### src/rtfd_pkg.sv
`default_nettype none

package rtfd_pkg;

    localparam int FRAME_BYTES  = 32;
    localparam int RECORD_BYTES = 28;
    localparam int POS_W        = $clog2(FRAME_BYTES);
    localparam int REC_IDX_W    = 5;
    localparam int TABLE_ADDR_W = 13;
    localparam int OFFSET_W     = 5;
    localparam int HEAD_READS   = 16;

    localparam logic [4:0] OFFSET_RESET = 5'd8;

    localparam logic [7:0] HDR_BYTE   = 8'h43;
    localparam logic [7:0] TRL_BYTE   = 8'h34;
    localparam logic [7:0] ASCII_ZERO = 8'h30;
    localparam logic [7:0] MODE_TIME  = 8'd1;
    localparam logic [7:0] MODE_TABLE = 8'd2;
    localparam logic [7:0] MODE_REPLY = 8'd4;
    localparam logic [7:0] GPS_LOCKED = 8'd1;

    localparam logic [POS_W-1:0] BYTE_HDR   = POS_W'(0);
    localparam logic [POS_W-1:0] BYTE_MODE  = POS_W'(1);
    localparam logic [POS_W-1:0] BYTE_REPLY = POS_W'(15);
    localparam logic [POS_W-1:0] BYTE_GPS   = POS_W'(30);
    localparam logic [POS_W-1:0] BYTE_LAST  = POS_W'(FRAME_BYTES - 1);
    localparam logic [POS_W-1:0] BYTE_TABLE = POS_W'(3);

    localparam logic [3:0] STEP_HDR   = 4'd0;
    localparam logic [3:0] STEP_MODE  = 4'd1;
    localparam logic [3:0] STEP_GPS   = 4'd2;
    localparam logic [3:0] STEP_REPLY = 4'd3;
    localparam logic [3:0] STEP_REC   = 4'd4;
    localparam logic [3:0] STEP_HOUR  = 4'd5;
    localparam logic [3:0] STEP_MIN   = 4'd7;
    localparam logic [3:0] STEP_SEC   = 4'd9;
    localparam logic [3:0] STEP_DAY   = 4'd11;
    localparam logic [3:0] STEP_MONTH = 4'd13;
    localparam logic [3:0] STEP_YEAR  = 4'd15;

    localparam logic [2:0] KIND_TIME   = 3'd0;
    localparam logic [2:0] KIND_NOSIG  = 3'd1;
    localparam logic [2:0] KIND_TABLE  = 3'd2;
    localparam logic [2:0] KIND_REPLY  = 3'd3;
    localparam logic [2:0] KIND_FAULT  = 3'd4;

    localparam logic [7:0]  HOURS_PER_DAY = 8'd24;
    localparam logic [7:0]  MONTHS        = 8'd12;
    localparam logic [15:0] BASE_YEAR     = 16'd2000;

    localparam logic [14:0] CENT_RECIP = 15'd20972;
    localparam int          CENT_SHIFT = 19;

    typedef struct packed {
        logic [7:0] frame_byte;
        logic       frame_start;
    } frame_t;

    typedef struct packed {
        logic [2:0]              result_kind;
        logic [15:0]             year;
        logic [7:0]              month;
        logic [7:0]              day;
        logic [4:0]              hour;
        logic [7:0]              minute;
        logic [7:0]              second;
        logic [TABLE_ADDR_W-1:0] table_address;
        logic [7:0]              table_data;
        logic                    last;
    } result_t;

    typedef struct packed {
        logic [7:0]  hour_sum;
        logic [7:0]  minute;
        logic [7:0]  second;
        logic [7:0]  day;
        logic [7:0]  month;
        logic [15:0] year;
        logic        leap;
    } time_raw_t;

    function automatic logic [POS_W-1:0] head_addr(input logic [3:0] step);
        logic [POS_W-1:0] addr;
        unique case (step)
            STEP_HDR:   addr = BYTE_HDR;
            STEP_MODE:  addr = BYTE_MODE;
            STEP_GPS:   addr = BYTE_GPS;
            STEP_REPLY: addr = BYTE_REPLY;
            default:    addr = POS_W'(step) - POS_W'(2);
        endcase
        return addr;
    endfunction

    function automatic logic is_leap(input logic [15:0] y);
        logic [13:0] x;
        logic [28:0] prod;
        logic [9:0]  q;
        logic [15:0] back;
        x    = y[15:2];
        prod = 29'(x) * 29'(CENT_RECIP);
        q    = prod[28:CENT_SHIFT];
        back = 16'(q) * 16'd100;
        return (back == y) ? (q[1:0] == 2'b00) : (y[1:0] == 2'b00);
    endfunction

    function automatic logic [4:0] mod24(input logic [7:0] h);
        logic [4:0] x;
        logic [8:0] p;
        logic [3:0] q;
        logic [7:0] r;
        x = h[7:3];
        p = 9'(x) * 9'd11;
        q = p[8:5];
        r = h - 8'(q) * HOURS_PER_DAY;
        return r[4:0];
    endfunction

    function automatic logic [7:0] month_length(input logic [7:0] m, input logic leap);
        logic [7:0] len;
        unique case (m)
            8'd2:                    len = leap ? 8'd29 : 8'd28;
            8'd4, 8'd6, 8'd9, 8'd11: len = 8'd30;
            default:                 len = 8'd31;
        endcase
        return len;
    endfunction

endpackage

`default_nettype wire

### src/rtfd_time_calc.sv
`default_nettype none

module rtfd_time_calc (
    input  rtfd_pkg::time_raw_t raw,
    output rtfd_pkg::result_t   res
);
    import rtfd_pkg::*;

    logic       wrap;
    logic [7:0] day_inc;
    logic [7:0] month_inc;
    logic       carry_m;
    logic       carry_y;

    always_comb
    begin
        wrap      = (raw.hour_sum >= HOURS_PER_DAY);
        day_inc   = raw.day + 8'd1;
        month_inc = raw.month + 8'd1;
        carry_m   = (day_inc > month_length(raw.month, raw.leap));
        carry_y   = (month_inc > MONTHS);

        res             = '0;
        res.result_kind = KIND_TIME;
        res.last        = 1'b1;
        res.minute      = raw.minute;
        res.second      = raw.second;
        res.hour        = raw.hour_sum[4:0];
        res.day         = raw.day;
        res.month       = raw.month;
        res.year        = raw.year;
        if (wrap)
        begin
            res.hour = mod24(raw.hour_sum);
            res.day  = day_inc;
            if (carry_m)
            begin
                res.day   = 8'd1;
                res.month = month_inc;
                if (carry_y)
                begin
                    res.month = 8'd1;
                    res.year  = raw.year + 16'd1;
                end
            end
        end
    end

endmodule

`default_nettype wire

### src/radio_time_frame_decoder_unit.sv
`default_nettype none

// Channel   Direction  Handshake                 Payload
// frame     in         frame_valid/frame_stall   rtfd_pkg::frame_t
// result    out        result_valid/result_stall rtfd_pkg::result_t
// cfg       in         cfg_valid/cfg_ready       utc_offset_hours (5 bits)
//
// Bytes 0..30 of a frame take one cycle each while frame is not stalled and write the frame RAM.
// The closing byte starts a header scan over the single RAM read port; a time
// result passes S_LEAP and S_CALC, each table write passes S_TREAD and S_TOUT.
// frame is stalled from the closing byte until the last result is loaded (a reply
// frame with a zero reply byte loads none). Reset clears the byte position, sequencer
// and result valid and sets the offset to 8; the frame RAM is not cleared.

module radio_time_frame_decoder_unit (
    input  wire                       clk,
    input  wire                       rst_n,
    input  wire                       frame_valid,
    output logic                      frame_stall,
    input  rtfd_pkg::frame_t          frame,
    output logic                      result_valid,
    input  wire                       result_stall,
    output rtfd_pkg::result_t         result,
    input  wire                       cfg_valid,
    output logic                      cfg_ready,
    input  wire [rtfd_pkg::OFFSET_W-1:0] cfg_data
);
    import rtfd_pkg::*;

    typedef enum logic [6:0] {
        S_IDLE  = 7'b0000001,
        S_HEAD  = 7'b0000010,
        S_LEAP  = 7'b0000100,
        S_CALC  = 7'b0001000,
        S_EMIT  = 7'b0010000,
        S_TREAD = 7'b0100000,
        S_TOUT  = 7'b1000000
    } state_t;

    state_t                state_reg, state_next;
    logic [4:0]            seq_reg, seq_next;
    logic [REC_IDX_W-1:0]  k_reg, k_next;
    logic [POS_W-1:0]      pos_reg, pos_next;
    logic [OFFSET_W-1:0]   offset_reg, offset_next;
    logic [2:0]            kind_reg, kind_next;
    logic                  result_valid_reg, result_valid_next;
    result_t               result_reg;

    logic [7:0]            frame_mem [FRAME_BYTES];
    logic [7:0]            rd_data_reg;
    logic [POS_W-1:0]      rd_addr;
    logic [POS_W-1:0]      wpos;

    logic [7:0]  f0_reg, f1_reg, f30_reg, f31_reg, rec_reg;
    logic        reply_nz_reg;
    logic [15:0] hi16_reg;
    logic [7:0]  hour_sum_reg, minute_reg, second_reg, day_reg, month_reg;
    logic [15:0] year_reg;
    logic        leap_reg;

    logic        frame_accept;
    logic        out_free;
    logic        out_load;
    result_t     out_next;
    logic [3:0]  item;
    logic [15:0] digit16;
    logic [7:0]  pair8;
    logic        head_done;
    time_raw_t   raw;
    result_t     time_res;

    assign frame_stall  = (state_reg != S_IDLE);
    assign frame_accept = frame_valid && !frame_stall;
    assign cfg_ready    = 1'b1;
    assign result_valid = result_valid_reg;
    assign result       = result_reg;
    assign out_free     = !result_valid_reg || !result_stall;

    assign wpos      = frame.frame_start ? BYTE_HDR : pos_reg;
    assign item      = 4'(seq_reg - 5'd1);
    assign head_done = (seq_reg == 5'(HEAD_READS));
    assign digit16   = {8'h00, rd_data_reg} - {8'h00, ASCII_ZERO};
    assign pair8     = hi16_reg[7:0] * 8'd10 + rd_data_reg - ASCII_ZERO;

    always_comb
    begin
        if (state_reg == S_TREAD || state_reg == S_TOUT)
            rd_addr = k_reg + BYTE_TABLE;
        else
            rd_addr = head_addr(seq_reg[3:0]);
    end

    always_ff @(posedge clk)
    begin
        if (frame_accept)
            frame_mem[wpos] <= frame.frame_byte;
        rd_data_reg <= frame_mem[rd_addr];
    end

    always_ff @(posedge clk)
    begin
        if (frame_accept && wpos == BYTE_LAST)
            f31_reg <= frame.frame_byte;
        if (state_reg == S_HEAD && seq_reg != 5'd0)
        begin
            unique case (item)
                STEP_HDR:   f0_reg <= rd_data_reg;
                STEP_MODE:  f1_reg <= rd_data_reg;
                STEP_GPS:   f30_reg <= rd_data_reg;
                STEP_REPLY: reply_nz_reg <= (rd_data_reg != 8'd0);
                STEP_REC:
                begin
                    rec_reg  <= rd_data_reg;
                    hi16_reg <= digit16;
                end
                STEP_HOUR:  hour_sum_reg <= pair8 + {3'b000, offset_reg};
                STEP_MIN:   minute_reg <= pair8;
                STEP_SEC:   second_reg <= pair8;
                STEP_DAY:   day_reg <= pair8;
                STEP_MONTH: month_reg <= pair8;
                STEP_YEAR:  year_reg <= BASE_YEAR + hi16_reg * 16'd10 + digit16;
                default:    hi16_reg <= digit16;
            endcase
        end
        if (state_reg == S_LEAP)
            leap_reg <= is_leap(year_reg);
        if (out_load)
            result_reg <= out_next;
    end

    always_comb
    begin
        raw.hour_sum = hour_sum_reg;
        raw.minute   = minute_reg;
        raw.second   = second_reg;
        raw.day      = day_reg;
        raw.month    = month_reg;
        raw.year     = year_reg;
        raw.leap     = leap_reg;
    end

    rtfd_time_calc u_time_calc (
        .raw (raw),
        .res (time_res)
    );

    always_comb
    begin
        state_next        = state_reg;
        seq_next          = seq_reg;
        k_next            = k_reg;
        pos_next          = pos_reg;
        offset_next       = offset_reg;
        kind_next         = kind_reg;
        out_load          = 1'b0;
        out_next          = '0;

        if (cfg_valid && cfg_ready)
            offset_next = cfg_data;

        if (frame_accept)
        begin
            if (wpos == BYTE_LAST)
                pos_next = BYTE_HDR;
            else
                pos_next = wpos + POS_W'(1);
        end

        unique case (state_reg)
            S_IDLE:
            begin
                if (frame_accept && wpos == BYTE_LAST)
                begin
                    seq_next   = 5'd0;
                    state_next = S_HEAD;
                end
            end
            S_HEAD:
            begin
                seq_next = seq_reg + 5'd1;
                if (head_done)
                begin
                    priority if (f0_reg != HDR_BYTE || f31_reg != TRL_BYTE)
                    begin
                        kind_next  = KIND_FAULT;
                        state_next = S_EMIT;
                    end
                    else if (f1_reg == MODE_TIME)
                    begin
                        if (f30_reg == GPS_LOCKED)
                            state_next = S_LEAP;
                        else
                        begin
                            kind_next  = KIND_NOSIG;
                            state_next = S_EMIT;
                        end
                    end
                    else if (f1_reg == MODE_TABLE)
                    begin
                        k_next     = '0;
                        state_next = S_TREAD;
                    end
                    else if (f1_reg == MODE_REPLY)
                    begin
                        if (reply_nz_reg)
                        begin
                            kind_next  = KIND_REPLY;
                            state_next = S_EMIT;
                        end
                        else
                            state_next = S_IDLE;
                    end
                    else
                    begin
                        kind_next  = KIND_FAULT;
                        state_next = S_EMIT;
                    end
                end
            end
            S_LEAP:
                state_next = S_CALC;
            S_CALC:
            begin
                if (out_free)
                begin
                    out_load   = 1'b1;
                    out_next   = time_res;
                    state_next = S_IDLE;
                end
            end
            S_EMIT:
            begin
                if (out_free)
                begin
                    out_load             = 1'b1;
                    out_next.result_kind = kind_reg;
                    out_next.last        = 1'b1;
                    state_next           = S_IDLE;
                end
            end
            S_TREAD:
                state_next = S_TOUT;
            S_TOUT:
            begin
                if (out_free)
                begin
                    out_load               = 1'b1;
                    out_next.result_kind   = KIND_TABLE;
                    out_next.table_address = TABLE_ADDR_W'(rec_reg) * TABLE_ADDR_W'(RECORD_BYTES)
                                             + TABLE_ADDR_W'(k_reg);
                    out_next.table_data    = rd_data_reg;
                    out_next.last          = (k_reg == REC_IDX_W'(RECORD_BYTES - 1));
                    if (out_next.last)
                        state_next = S_IDLE;
                    else
                    begin
                        k_next     = k_reg + REC_IDX_W'(1);
                        state_next = S_TREAD;
                    end
                end
            end
            default:
                state_next = S_IDLE;
        endcase

        if (out_load)
            result_valid_next = 1'b1;
        else if (!result_stall)
            result_valid_next = 1'b0;
        else
            result_valid_next = result_valid_reg;
    end

    always_ff @(posedge clk or negedge rst_n)
    begin
        if (!rst_n)
        begin
            state_reg        <= S_IDLE;
            seq_reg          <= '0;
            k_reg            <= '0;
            pos_reg          <= '0;
            offset_reg       <= OFFSET_RESET;
            kind_reg         <= KIND_FAULT;
            result_valid_reg <= 1'b0;
        end
        else
        begin
            state_reg        <= state_next;
            seq_reg          <= seq_next;
            k_reg            <= k_next;
            pos_reg          <= pos_next;
            offset_reg       <= offset_next;
            kind_reg         <= kind_next;
            result_valid_reg <= result_valid_next;
        end
    end

    a_state_onehot: assert property (@(posedge clk) disable iff (!rst_n)
        $onehot(state_reg))
        else $error("sequencer state not one-hot");

    a_more_follows: assert property (@(posedge clk) disable iff (!rst_n)
        result_valid && !result.last |-> state_reg != S_IDLE)
        else $error("non-final transfer pending with sequencer idle");

    a_hour_range: assert property (@(posedge clk) disable iff (!rst_n)
        result_valid && result.result_kind == KIND_TIME |-> result.hour < HOURS_PER_DAY[4:0])
        else $error("local hour out of range");

    a_scan_start: assert property (@(posedge clk) disable iff (!rst_n)
        state_reg == S_HEAD && seq_reg == 5'd0 |-> $past(frame_accept))
        else $error("header scan started without a closing byte");

endmodule

`default_nettype wire
### config.mk
export PLATFORM = sky130hd
export DESIGN_NAME = radio_time_frame_decoder_unit
export DESIGN_NICKNAME = d
export VERILOG_FILES = /design/src/rtfd_pkg.sv /design/src/rtfd_time_calc.sv /design/src/radio_time_frame_decoder_unit.sv
export SDC_FILE = /design/constraint.sdc
export NUM_CORES = 1
export LEC_CHECK = 0
export ABC_AREA = 0
export ABC_CLOCK_PERIOD_IN_PS = 10800
export CAP_MARGIN = 10
export CORE_MARGIN = 1
export CORE_UTILIZATION = 25
export DETAILED_ROUTE_END_ITERATION = 10
export DONT_BUFFER_PORTS = 1
export GPL_TIMING_DRIVEN = 0
export PLACE_DENSITY = 0.39
export SYNTH_ARGS = -nofsm -noshare
export SYNTH_HDL_FRONTEND = slang
export SYNTH_SLANG_ARGS = --single-unit
### constraint.sdc
create_clock -name clk -period 10.8 [get_ports clk]
set_clock_uncertainty 0.15 [all_clocks]
set_input_delay 0 -clock clk [delete_from_list [all_inputs] [get_ports clk]]
set_output_delay 0 -clock clk [all_outputs]
set_load 0.02 [all_outputs]
==> out/qor.txt <==
outcome - complete, no violations
Slew Viols, Final - 0
DP Wirelength - 44590 um
post-synthesis async set-or-reset flop share - 0.06458
count of cell types in the netlist - 77
floorplan row count - 118
worst hold slack - 165.4 ps
synth top area cells - edfxtp_1 (51%), ha_1 (12%), fa_1 (6.2%)
PortBufs - 0
fill count - 10490
Critical Path RT - 10980 ps
Placer Congestion - 0.7655
Clock transition at path regs - 60 ps
hold path cells - 2
die boundary height - 325.9 um
Clock Tree Root - clkbuf_16
setup tns final - 0 ps
Synth area leader - edfxtp_1
Sw Pwr - 846.9 uW
Max Buffers Root-to-Sink - 3
wire length per cell - 18.32 um
final setup fails - 0
drt total wl - 62110 um
fmax - 108.6 MHz
synth warn - 0
flops & latches, synth - 480
largest net degree at the start of global routing - 38
Overall Global Routing Usage - 0.1182
most frequent cells after synthesis - edfxtp_1 (441), ha_1 (245), inv_1 (214), nor2_1 (122), xnor2_1 (86)
Largest register FFs - 256
Cell Int Power - 3.159 mW
Avg Inst Size Synth - 13.97 um2
Mapped Cells - 1877
routed vias/inst - 4.295
crit-path most repeated cell - inv_1
Final period util - 0.8525
power density over cell area - 132.8 mW/mm2
critical setup path kind - flop to flop
DRC viols - 0
number of cells on the critical path - 31
Final Hold Viols - 0
CP Data Arrival Time - 9390 ps
Clk Latency, worst-skew pair - 610 ps
worst slew pin tran - 1002 ps
unrepaired setup endpoints after global routing - false
initial antenna violation count - 1
sequential fraction of the synthesis area - 0.5409
Worst Path Buf+Inv - 9
max incr delay on CP - 800 ps
first-pass iteration count of the detailed router - 5
number of synthesized flops with an enable pin - 441
CTS buffer count - 52
Starting Density - 0.2526
R2R depth - 31
I/O pin cnt - 100
switching part of the total - 0.2114
Register Area - 0.01418 mm2
max_slew headroom - 0.3296
die area - 0.1062 mm2
1st-iter DRT viols - 784
Nets - 2314
area of the multi-input gates - 0.01101 mm2
layout cell share with drive strength beyond 1 - 0.08756
maximum vdd drop - 0.1169 mV
Yosys top cell area share - 0.5050
post-CTS setup buffer count - 0
Clock Power Share - 0.452
P&R area growth vs syn - 15.06%
gr ovfl total - 0
worst-path maximum fanout - 10
sequential share of power - 0.513
Max-Cap Viols - 0
CP max stage cell - edfxtp_1
most frequent cell after synthesis - edfxtp_1
Power, Total - 4.006 mW
Post-DRT Antenna Nets - 0
Combinational Power Share - 0.035
Leak - 11.75 nW
crit path time final - 9207 ps
net count after synthesis - 2222
via count - 14570
CTS Sinks - 480
Placeable Area - 0.1038 mm2
main flop type after synthesis - edfxtp_1
H-tree depth - 2
mapped cell area - 0.02622 mm2
worst hold path type - primary input to flop
vias in the first global route - 15440
global-route wire length before repair - 95730 um
Util after Layout - 0.2907
CP top delay family - adder cells
TritonCTS clock tree - yes
crit path capture type - flop
chip width - 325.9 um
CP startpoint kind - flop
-- worst paths after layout --
kind / start / to / slack, ps
min reg2reg: pos_reg[1]$_DFFE_PN0P_ / pos_reg[1]$_DFFE_PN0P_ / 360
max in group asynchronous: rst_n / offset_reg[3]$_DFFE_PN1P_ / 9870
min: frame[4] / frame_mem[0][3]$_DFFE_PP_ / 170
max reg2reg: year_reg[13]$_DFFE_PP_ / leap_reg$_DFFE_PP_ / 1590
max: year_reg[13]$_DFFE_PP_ / leap_reg$_DFFE_PP_ / 1590
min in group asynchronous: rst_n / seq_reg[1]$_DFFE_PN0P_ / 370
-- routing by layer --
metal | part of all wire | vias to the layer above | global-route usage
met5 | 0 | - | 0
met4 | 0.017 | 0 | 0.02705
met3 | 0.033 | 68 | 0.01845
met2 | 0.47 | 225 | 0.1969
met1 | 0.48 | 7243 | 0.1608
li1 | - | 7029 | -
-- through the flow --
| step | area (um2) | cells | worst slack (ps) |
|---|---|---|---|
| detailed placement | 28020 | 3261 | 1451 |
| CTS | 30170 | 3390 | 1430 |
| global placement | 27950 | 3257 | 1501 |
| floorplan | 26220 | 1877 | 2782 |
| finish | 30170 | 3391 | 1593 |
| global route | 30170 | 3391 | 1006 |
-- placed cells by master, fill, tap and decap left out, types with 9 or more instances in the layout --
cell type,instances
mux4_1,20
nor2b_1,13
nor2_1,121
dfrtp_1,28
clkbuf_1,35
xor2_1,29
and2_1,42
xnor2_1,86
dlygate4sd3_1,24
ha_1,245
mux2_2,9
and3_1,22
mux4_2,44
inv_1,214
nor3_1,18
nand2b_1,17
edfxtp_1,441
a21o_1,20
nand4_1,18
fa_1,81
nand2_1,64
a21oi_1,55
o21ai_0,59
nand3_1,30
mux2i_1,34
clkbuf_16,52
clkinv_2,9
nor4_1,9
buf_12,14
-- cells by family (layout without fill, tap and decap cells) --
logic type / after synthesis / count (layout) / share of synthesized area
xor gates and xnor gates: 115 / 115 / 0.03841
buffers and inverters: 250 / 383 / 0.03970
adders and majority gates: 326 / 326 / 0.1787
muxes: 109 / 109 / 0.07606
AOI/OAI and AO/OA: 206 / 206 / 0.05072
DFF: 480 / 480 / 0.5409
and+or+nand+nor: 390 / 390 / 0.07535
other: 1 / 2 / 0.0001430
-- power groups by stage --
stage               Clock [mW]  Sequential (mW)  Combinational (mW)
CTS                       1.87             2.06               0.142
detailed placement           0             2.10               0.103
finish                    1.81             2.06               0.139
global placement             0             2.10               0.102
global route              1.94             2.06               0.155
floorplan                    0             2.09              0.0746
-- repair_timing --
item | CTS | global route
hold buffers | 34 | 0
hold endpoints to repair | 327 | 0
gates resized for setup | 0 | 0
-- area by class of cell --
cell class | instances | share of cell area
flip-flops and latches | 480 | 0.4701
multi-input cells | 1147 | 0.3650
well taps | 1380 | 0.05723
clock buffers | 71 | 0.04682
inverters | 214 | 0.02662
repair buffers | 38 | 0.01659
clock inverters | 24 | 0.009704
plain buffers | 36 | 0.007879
diodes | 1 | 0.00008294
(Power assumes the default switching activity.)
